<file path="config.mk">
export PLATFORM = sky130hd
export DESIGN_NAME = timed_motor_pulse_sequencer_top_flat
export DESIGN_NICKNAME = d
export VERILOG_FILES = /design/src/design/tmps_pkg.sv /design/src/design/tmps_if.sv /design/src/design/tmps_core.sv /design/src/design/timed_motor_pulse_sequencer_top.sv /design/src/flat_wrapper.sv
export SDC_FILE = /design/constraint.sdc
export NUM_CORES = 1
export LEC_CHECK = 0
export ABC_CLOCK_PERIOD_IN_PS = 11600
export BUFFER_PORTS_ARGS = -buffer_cell sky130_fd_sc_hd__buf_2
export CELL_PAD_IN_SITES_DETAIL_PLACEMENT = 0
export CELL_PAD_IN_SITES_GLOBAL_PLACEMENT = 1
export CORE_MARGIN = 3
export CORE_UTILIZATION = 51
export DETAILED_ROUTE_END_ITERATION = 16
export GPL_ROUTABILITY_DRIVEN = 0
export GPL_TIMING_DRIVEN = 1
export MAX_ROUTING_LAYER = met4
export PLACE_DENSITY_LB_ADDON = 0.1
export SYNTH_ARGS = -nofsm -noshare
export SYNTH_HDL_FRONTEND = slang
export SYNTH_SLANG_ARGS = --single-unit
</file>
<file path="constraint.sdc">
create_clock -name clk -period 11.6 [get_ports clk]
set_input_delay 1.74 -clock clk [delete_from_list [all_inputs] [get_ports clk]]
set_output_delay 1.74 -clock clk [all_outputs]
set_load 0.03 [all_outputs]
</file>
<file path="src/design/tmps_pkg.sv">
// Types and codes shared by the motor pulse sequencer.
`default_nettype none
package tmps_pkg;

	typedef enum logic [1:0] {
		OP_TICK    = 2'd0,
		OP_PSTART  = 2'd1,
		OP_NPSTART = 2'd2,
		OP_CLEAR   = 2'd3
	} opcode_t;

	typedef enum logic [1:0] {
		PH_IDLE  = 2'd0,
		PH_DRIVE = 2'd1,
		PH_COOL  = 2'd2
	} phase_t;

	typedef struct packed {
		logic [1:0]  opcode;
		logic [15:0] duty;
		logic        turn_reverse;
		logic [15:0] drive_ms;
		logic [15:0] rest_ms;
		logic [15:0] elapsed;
	} in_word_t;

	typedef struct packed {
		logic [1:0]         phase;
		logic               apply_drive;
		logic               brake_now;
		logic [15:0]        duty_out;
		logic               dir_out;
		logic signed [15:0] position;
		logic               waiting;
	} out_word_t;

endpackage
`default_nettype wire

</file>
<file path="src/design/tmps_if.sv">
// Valid/ready channel interfaces for request and result words.
`default_nettype none
interface tmps_req_if;
	logic        valid;
	logic        ready;
	logic [1:0]  opcode;
	logic [15:0] duty;
	logic        turn_reverse;
	logic [15:0] drive_ms;
	logic [15:0] rest_ms;
	logic [15:0] elapsed;

	modport source (output valid, opcode, duty, turn_reverse, drive_ms, rest_ms, elapsed,
		input ready);
	modport sink (input valid, opcode, duty, turn_reverse, drive_ms, rest_ms, elapsed,
		output ready);
endinterface

interface tmps_rsp_if;
	logic               valid;
	logic               ready;
	logic [1:0]         phase;
	logic               apply_drive;
	logic               brake_now;
	logic [15:0]        duty_out;
	logic               dir_out;
	logic signed [15:0] position;
	logic               waiting;

	modport source (output valid, phase, apply_drive, brake_now, duty_out, dir_out,
		position, waiting, input ready);
	modport sink (input valid, phase, apply_drive, brake_now, duty_out, dir_out,
		position, waiting, output ready);
endinterface
`default_nettype wire

</file>
<file path="src/design/tmps_core.sv">
// Sequencer state and its single-pass update for one word.
`default_nettype none
module tmps_core #(
	parameter int TIME_BITS     = 16,
	parameter int POSITION_BITS = 16
) (
	input  wire logic               clk,
	input  wire logic               arst_n,
	input  wire logic               step,
	input  wire tmps_pkg::in_word_t word,
	output tmps_pkg::out_word_t     res
);
	localparam int CMP_W = (TIME_BITS > 16) ? TIME_BITS : 16;
	localparam int SUM_W = CMP_W + 1;
	localparam logic [TIME_BITS-1:0] TIMER_TOP = '1;

	tmps_pkg::phase_t         phase_q, phase_n;
	logic [TIME_BITS-1:0]     timer_q, timer_n, timer_sat;
	logic                     pending_q, pending_n;
	logic [15:0]              duty_q, duty_n;
	logic                     rev_q, rev_n;
	logic [15:0]              drv_lim_q, drv_lim_n;
	logic [15:0]              rst_lim_q, rst_lim_n;
	logic [POSITION_BITS-1:0] pos_q, pos_n;
	logic [SUM_W-1:0]         timer_sum;
	logic                     apply, brake;
	logic signed [31:0]       pos_ext;

	// saturating timer add shared by both timed phases
	always_comb begin
		timer_sum = SUM_W'(timer_q) + SUM_W'(word.elapsed);
		timer_sat = (timer_sum > SUM_W'(TIMER_TOP)) ? TIMER_TOP : timer_sum[TIME_BITS-1:0];
	end

	always_comb begin
		phase_n   = phase_q;
		timer_n   = timer_q;
		pending_n = pending_q;
		duty_n    = duty_q;
		rev_n     = rev_q;
		drv_lim_n = drv_lim_q;
		rst_lim_n = rst_lim_q;
		pos_n     = pos_q;
		apply     = 1'b0;
		brake     = 1'b0;
		case (tmps_pkg::opcode_t'(word.opcode))
			tmps_pkg::OP_TICK: begin
				case (phase_q)
					tmps_pkg::PH_IDLE: begin
						if (pending_q) begin
							apply     = 1'b1;
							phase_n   = tmps_pkg::PH_DRIVE;
							timer_n   = '0;
							pending_n = 1'b0;
						end
					end
					tmps_pkg::PH_DRIVE: begin
						timer_n = timer_sat;
						if (CMP_W'(timer_sat) >= CMP_W'(drv_lim_q)) begin
							brake   = 1'b1;
							phase_n = tmps_pkg::PH_COOL;
							timer_n = '0;
						end
					end
					tmps_pkg::PH_COOL: begin
						timer_n = timer_sat;
						if (CMP_W'(timer_sat) >= CMP_W'(rst_lim_q)) begin
							phase_n = tmps_pkg::PH_IDLE;
							timer_n = '0;
						end
					end
					default: ;
				endcase
			end
			tmps_pkg::OP_PSTART: begin
				case (phase_q)
					tmps_pkg::PH_IDLE: begin
						pending_n = 1'b1;
						timer_n   = '0;
						duty_n    = word.duty;
						rev_n     = word.turn_reverse;
						drv_lim_n = word.drive_ms;
						rst_lim_n = word.rest_ms;
					end
					tmps_pkg::PH_DRIVE: begin
						duty_n    = word.duty;
						rev_n     = word.turn_reverse;
						drv_lim_n = word.drive_ms;
						rst_lim_n = word.rest_ms;
						timer_n   = '0;
						if (rev_q == word.turn_reverse) begin
							apply = 1'b1;
						end else begin
							brake     = 1'b1;
							phase_n   = tmps_pkg::PH_COOL;
							pending_n = 1'b1;
						end
					end
					default: ;
				endcase
			end
			tmps_pkg::OP_NPSTART: begin
				if (phase_q == tmps_pkg::PH_IDLE) begin
					pending_n = 1'b1;
					timer_n   = '0;
					duty_n    = word.duty;
					rev_n     = word.turn_reverse;
					drv_lim_n = word.drive_ms;
					rst_lim_n = word.rest_ms;
					pos_n     = word.turn_reverse ? pos_q - POSITION_BITS'(1)
						: pos_q + POSITION_BITS'(1);
				end
			end
			tmps_pkg::OP_CLEAR: begin
				pos_n = '0;
			end
			default: ;
		endcase
	end

	// sign-extend the step count, then cut to the port width
	assign pos_ext = 32'(signed'(pos_n));

	always_comb begin
		res.phase       = phase_n;
		res.apply_drive = apply;
		res.brake_now   = brake;
		res.duty_out    = duty_n;
		res.dir_out     = rev_n;
		res.position    = pos_ext[15:0];
		res.waiting     = pending_n;
	end

	always_ff @(posedge clk or negedge arst_n) begin
		if (!arst_n) begin
			phase_q   <= tmps_pkg::PH_IDLE;
			timer_q   <= '0;
			pending_q <= 1'b0;
			duty_q    <= '0;
			rev_q     <= 1'b0;
			drv_lim_q <= '0;
			rst_lim_q <= '0;
			pos_q     <= '0;
		end else if (step) begin
			phase_q   <= phase_n;
			timer_q   <= timer_n;
			pending_q <= pending_n;
			duty_q    <= duty_n;
			rev_q     <= rev_n;
			drv_lim_q <= drv_lim_n;
			rst_lim_q <= rst_lim_n;
			pos_q     <= pos_n;
		end
	end
endmodule
`default_nettype wire

</file>
<file path="src/design/timed_motor_pulse_sequencer_top.sv">
// Top level of the timed motor pulse sequencer.
// The sequencer takes one request word per clock while the result side is
// not stalled and returns one result word for each. A word is captured in an
// input register; once the result register is free or being read, the phase
// logic (one saturating timer add and compare, one step counter add) updates
// the sequencer state and the result is captured in the output register.
// Sustained rate is one word per cycle when not stalled, set by the state
// update. A stalled result register holds its word while the input
// register still takes one more, so the request side keeps moving until
// both stages are full. Timer width follows TIME_BITS (it saturates at its
// all-ones value); the step count is POSITION_BITS wide, wraps, and is shown
// sign-extended or cut to the 16-bit position field.
`default_nettype none
module timed_motor_pulse_sequencer_top #(
	parameter int TIME_BITS     = 16,
	parameter int POSITION_BITS = 16
) (
	input  wire logic clk,
	input  wire logic arst_n,
	tmps_req_if.sink   req,
	tmps_rsp_if.source rsp
);
	logic                valid_s1;
	tmps_pkg::in_word_t  word_s1;
	logic                valid_s2;
	tmps_pkg::out_word_t res_s2;
	tmps_pkg::out_word_t res_next;
	logic                advance;
	logic                take;

	// advance the held word into the result stage when that stage frees up
	assign advance   = valid_s1 && (!valid_s2 || rsp.ready);
	assign req.ready = !valid_s1 || advance;
	assign take      = req.valid && req.ready;

	always_ff @(posedge clk or negedge arst_n) begin
		if (!arst_n) begin
			valid_s1 <= 1'b0;
		end else if (take || advance) begin
			valid_s1 <= take;
		end
	end

	// payload only: capture on accept, hold otherwise
	always_ff @(posedge clk) begin
		if (take) begin
			word_s1.opcode       <= req.opcode;
			word_s1.duty         <= req.duty;
			word_s1.turn_reverse <= req.turn_reverse;
			word_s1.drive_ms     <= req.drive_ms;
			word_s1.rest_ms      <= req.rest_ms;
			word_s1.elapsed      <= req.elapsed;
		end
	end

	// state update commits exactly when the word moves to the result stage
	tmps_core #(
		.TIME_BITS    (TIME_BITS),
		.POSITION_BITS(POSITION_BITS)
	) u_core (
		.clk   (clk),
		.arst_n(arst_n),
		.step  (advance),
		.word  (word_s1),
		.res   (res_next)
	);

	always_ff @(posedge clk or negedge arst_n) begin
		if (!arst_n) begin
			valid_s2 <= 1'b0;
		end else if (advance) begin
			valid_s2 <= 1'b1;
		end else if (rsp.ready) begin
			valid_s2 <= 1'b0;
		end
	end

	always_ff @(posedge clk) begin
		if (advance) begin
			res_s2 <= res_next;
		end
	end

	// drive the result channel from the output register
	assign rsp.valid       = valid_s2;
	assign rsp.phase       = res_s2.phase;
	assign rsp.apply_drive = res_s2.apply_drive;
	assign rsp.brake_now   = res_s2.brake_now;
	assign rsp.duty_out    = res_s2.duty_out;
	assign rsp.dir_out     = res_s2.dir_out;
	assign rsp.position    = res_s2.position;
	assign rsp.waiting     = res_s2.waiting;
endmodule
`default_nettype wire

</file>
<file path="src/flat_wrapper.sv">
// flat-port wrapper written by rule: the top's interface ports become plain ports
module timed_motor_pulse_sequencer_top_flat 
#(
	parameter int TIME_BITS     = 16,
	parameter int POSITION_BITS = 16
)
  (clk, arst_n, req_valid, req_opcode, req_duty, req_turn_reverse, req_drive_ms, req_rest_ms, req_elapsed, req_ready, rsp_valid, rsp_phase, rsp_apply_drive, rsp_brake_now, rsp_duty_out, rsp_dir_out, rsp_position, rsp_waiting, rsp_ready);
  tmps_req_if req_i ();
  tmps_rsp_if rsp_i ();
  input  wire logic clk;
  input  wire logic arst_n;
  input wire logic [$bits(req_i.valid)-1:0] req_valid;
  input wire logic [$bits(req_i.opcode)-1:0] req_opcode;
  input wire logic [$bits(req_i.duty)-1:0] req_duty;
  input wire logic [$bits(req_i.turn_reverse)-1:0] req_turn_reverse;
  input wire logic [$bits(req_i.drive_ms)-1:0] req_drive_ms;
  input wire logic [$bits(req_i.rest_ms)-1:0] req_rest_ms;
  input wire logic [$bits(req_i.elapsed)-1:0] req_elapsed;
  output wire logic [$bits(req_i.ready)-1:0] req_ready;
  output wire logic [$bits(rsp_i.valid)-1:0] rsp_valid;
  output wire logic [$bits(rsp_i.phase)-1:0] rsp_phase;
  output wire logic [$bits(rsp_i.apply_drive)-1:0] rsp_apply_drive;
  output wire logic [$bits(rsp_i.brake_now)-1:0] rsp_brake_now;
  output wire logic [$bits(rsp_i.duty_out)-1:0] rsp_duty_out;
  output wire logic [$bits(rsp_i.dir_out)-1:0] rsp_dir_out;
  output wire logic [$bits(rsp_i.position)-1:0] rsp_position;
  output wire logic [$bits(rsp_i.waiting)-1:0] rsp_waiting;
  input wire logic [$bits(rsp_i.ready)-1:0] rsp_ready;
  assign req_i.valid = req_valid;
  assign req_i.opcode = req_opcode;
  assign req_i.duty = req_duty;
  assign req_i.turn_reverse = req_turn_reverse;
  assign req_i.drive_ms = req_drive_ms;
  assign req_i.rest_ms = req_rest_ms;
  assign req_i.elapsed = req_elapsed;
  assign req_ready = req_i.ready;
  assign rsp_valid = rsp_i.valid;
  assign rsp_phase = rsp_i.phase;
  assign rsp_apply_drive = rsp_i.apply_drive;
  assign rsp_brake_now = rsp_i.brake_now;
  assign rsp_duty_out = rsp_i.duty_out;
  assign rsp_dir_out = rsp_i.dir_out;
  assign rsp_position = rsp_i.position;
  assign rsp_waiting = rsp_i.waiting;
  assign rsp_i.ready = rsp_ready;
  timed_motor_pulse_sequencer_top #(.TIME_BITS(TIME_BITS), .POSITION_BITS(POSITION_BITS)) u_core (.clk(clk), .arst_n(arst_n), .req(req_i), .rsp(rsp_i));
endmodule
</file>
==> summary.md <==
| Metric | Value |
|---|---|
| Status | completed |
| Die area | 0.0198 mm2 |
| Util after Layout | 60.7% |
| EDFF count, synth | 105 |
| Resize count post-CTS | 0 |
| Area Growth Syn to Fin | 15.1% |
| Worst reg2reg path depth | 20 |
| Setup TNS | 0 ns |
| CTS tree | built |
| Crit start category | register |
| Initial core utilization | 52.7% |
| Post-synthesis cell count | 736 |
| PD cells | 220 mW/mm2 |
| Most numerous cell in the Yosys netlist | edfxtp_1 |
| Fin. Hold Viols | 0 |
| Worst hold slack | 0.480 ns |
| DIE WIDTH | 141 um |
| Vias in the first global route | 6381 |
| GR Overflow Total | 0 |
| Routed Antenna Nets | 0 |
| Total power | 2.34 mW |
| # IOs | 111 |
| Max incr delay on CP | 0.93 ns |
| Ys Warns | 0 |
| Part of the Yosys area used for sequential elements | 57.4% |
| Clock latency on the worst-skew pair | 0.44 ns |
| DRC errors left | 0 |
| Async set-reset flop share out of synthesis | 45.0% |
| Clock Skew | 0.00966 ns |
| Transition time of the tightest slew-check pin | 1.16 ns |
| Via/cell ratio | 5.66 |
| GRT Resource Usage Total | 21.3% |
| # fillers | 1406 |
| RSZ-0062 raised after global routing | false |
| Chip Height | 141 um |
| Clock Path Buffers | 2 |
| Total CTS buffers | 17 |
| CP Max Fanout | 16 |
| WL per Instance | 17.7 um |
| Final-stage net count | 993 |
| Crit-path cells | ha_1 -> inv_1 -> fa_1 -> nor2b_1 -> o21ai_0 -> a21boi_0 -> o211ai_2 -> a31oi_1 -> o21ai_2 -> nand3_1 -> inv_1 -> ha_1 -> nand2b_1 -> a21o_1 -> a21o_1 -> a21oi_1 -> o21ai_1 -> a311o_1 -> a2111oi_4 -> o221a_2 |
| Slowest cell on crit path | a2111oi_4 |
| Multi-input combinational cell area | 0.00365 mm2 |
| Layout cells sized above 1 | 24.9% |
| CTS H-tree lvls | 4 |
| Clk sinks | 191 |
| Crit end category | register |
| Port bufs | 110 |
| Max Cap Violations | 0 |
| HPWL after DPL | 13.2 mm |
| Placeable Area | 0.0175 mm2 |
| Area share of the leading cell type in the synthesized netlist | 34.1% |
| Period Utilization, post-route | 47.2% |
| Worst hold path cell count | 1 |
| Top_reg_cell synth | edfxtp_1 |
| Worst EP required | 11.98 ns |
| Initial antenna violation count | 1 |
| TritonRoute pass-1 iters | 4 |
| Period minus WS final | 5.47 ns |
| Pins over their slew limit | 0 |
| Synth top area cells | edfxtp_1 34%, dfrtp_1 23%, ha_1 9.6% |
| Syn Area/Cell | 12.6 um2 |
| Starting DRT DRC Count | 279 |
| LEAKAGE | 4.87 nW |
| Post-Syn Area | 0.00925 mm2 |
| Final wirelength | 19.2 mm |
| Slew headroom | 22.6% |
| Post-CTS setup buffers | 0 |
| Achievable frequency | 183 MHz |
| Cts hold-fix bufs | 0 |
| Worst Path Arrival | 5.85 ns |
| VDD IR-drop max | 0.000150 V |
| First-pass GRT wire length | 32.7 mm |
| Post-Syn Nets | 880 |
| Worst Hold Class | register to register |
| Most frequent cells after synthesis | 105 x edfxtp_1, 86 x dfrtp_1, 71 x ha_1 |
| Count of cell types in the netlist | 60 |
| Vias | 6148 |
| Rows | 48 |
| Seq cells post-synth | 191 |
| Clk slew on worst S/H paths | 0.08 ns |
| Final setup vio count | 0 |
| Setup Crit Path Kind | register to register |
| Register area | 0.00531 mm2 |
| Cell taking the most area after synthesis | edfxtp_1 |
| Root Buffer | clkbuf_16 |
| Largest net degree at the start of global routing | 68 |
-- kinds of logic after synthesis --
group / after synthesis / share of synthesized area, %
AO/OA/AOI/OAI: 184 / 14.9
adder cells (fa/ha/maj): 73 / 10.0
multiplexers: 39 / 4.72
XOR/XNOR: 20 / 1.89
buffers and inverters: 75 / 3.21
AND/OR/NAND/NOR: 154 / 7.88
flip-flops: 191 / 57.4
-- path summary, 6_finish.rpt --
kind,startpoint,slack [ns],end
max,u_core.u_core.timer_q[0],6.13,u_core.u_core.timer_q[15]
min,u_core.word_s1[18],0.48,u_core.u_core.rst_lim_q[2]
max reg2reg,u_core.u_core.timer_q[0],6.13,u_core.u_core.timer_q[15]
min reg2reg,u_core.word_s1[18],0.48,u_core.u_core.rst_lim_q[2]
max in group asynchronous,arst_n,9.28,u_core.u_core.duty_q[6]
min in group asynchronous,arst_n,1.24,u_core.u_core.timer_q[5]
-- cell type report --
| class | instances | share of cell area, % |
|---|---|---|
| Clock buffer | 17 | 4.00 |
| Clock inverter | 14 | 1.80 |
| Inverter | 55 | 1.94 |
| Timing Repair Buffer | 114 | 5.48 |
| Multi-Input combinational cell | 470 | 34.3 |
| Tap cell | 225 | 2.64 |
| Antenna cell | 1 | 0.0235 |
| Sequential cell | 191 | 49.8 |
-- report_power, final --
part / switching (mW) / internal (mW)
clock network: 0.287 / 0.311
logic: 0.443 / 0.334
registers: 0.0862 / 0.882
total: 0.816 / 1.53
-- through the flow --
step	cells	area (um2)	setup WS, ns
global route	1087	10600	5.67
CTS	1086	10600	6.23
finish	1087	10600	6.13
global placement	1055	10000	6.43
detailed placement	1055	10000	6.27
floorplan	736	9250	7.13
-- flip-flops by register name (all words and copies together), names as in the netlist --
name / flops
u_core.u_core.rev_q: 1
u_core.rsp.valid: 1
u_core.rsp.waiting: 1
u_core.word_s1: 67
u_core.rsp.dir_out: 1
u_core.u_core.pos_q: 16
u_core.rsp.apply_drive: 1
u_core.u_core.drv_lim_q: 16
u_core.u_core.phase_q: 2
u_core.rsp.brake_now: 1
u_core.rsp.position: 16
u_core.u_core.duty_q: 16
u_core.u_core.rst_lim_q: 16
u_core.u_core.pending_q: 1
u_core.u_core.timer_q: 16
u_core.valid_s1: 1
u_core.rsp.duty_out: 16
u_core.rsp.phase: 2
-- per-layer routing --
| metal | up-vias | GRT usage [%] | wire length [um] | share of wire [%] |
|---|---|---|---|---|
| li1 | 2960 | - | - | - |
| met1 | 3006 | 29.9 | 9260 | 48 |
| met2 | 164 | 32.0 | 8750 | 46 |
| met3 | 18 | 5.16 | 978 | 5.1 |
| met4 | 0 | 4.95 | 197 | 1.0 |
| met5 | - | - | 0 | 0 |
-- cell usage in the layout (no fill, tap or decap), types with 5 or more instances in the layout --
cell type / netlist / final
nor3_1: 10 / 10
xnor2_1: 7 / 7
edfxtp_1: 105 / 105
a21o_1: 16 / 16
ha_1: 71 / 71
a21oi_1: 18 / 18
a31oi_1: 6 / 6
nor2b_1: 6 / 6
buf_4: 2 / 5
mux2_2: 37 / 37
nand2b_1: 13 / 13
a22o_2: 15 / 15
clkinv_8: 0 / 5
o21ai_0: 38 / 38
o211ai_1: 8 / 8
nor2_1: 22 / 22
xor2_1: 13 / 13
clkbuf_16: 0 / 17
buf_2: 0 / 109
inv_1: 55 / 54
nand2_1: 59 / 59
a22o_1: 36 / 36
and2_1: 6 / 5
dfrtp_1: 86 / 86
o21a_1: 8 / 8
nand3_1: 21 / 20
-- critical path, delay by kind of cell (launching register included) --
family | cells | cell delay [ns]
AND/OR/NAND/NOR | 3 | 0.44
flip-flops | 1 | 0.36
buffers and inverters | 2 | 0.13
AO/OA/AOI/OAI | 12 | 3.59
adder cells (fa/ha/maj) | 3 | 0.83
(Power assumes the default switching activity.)
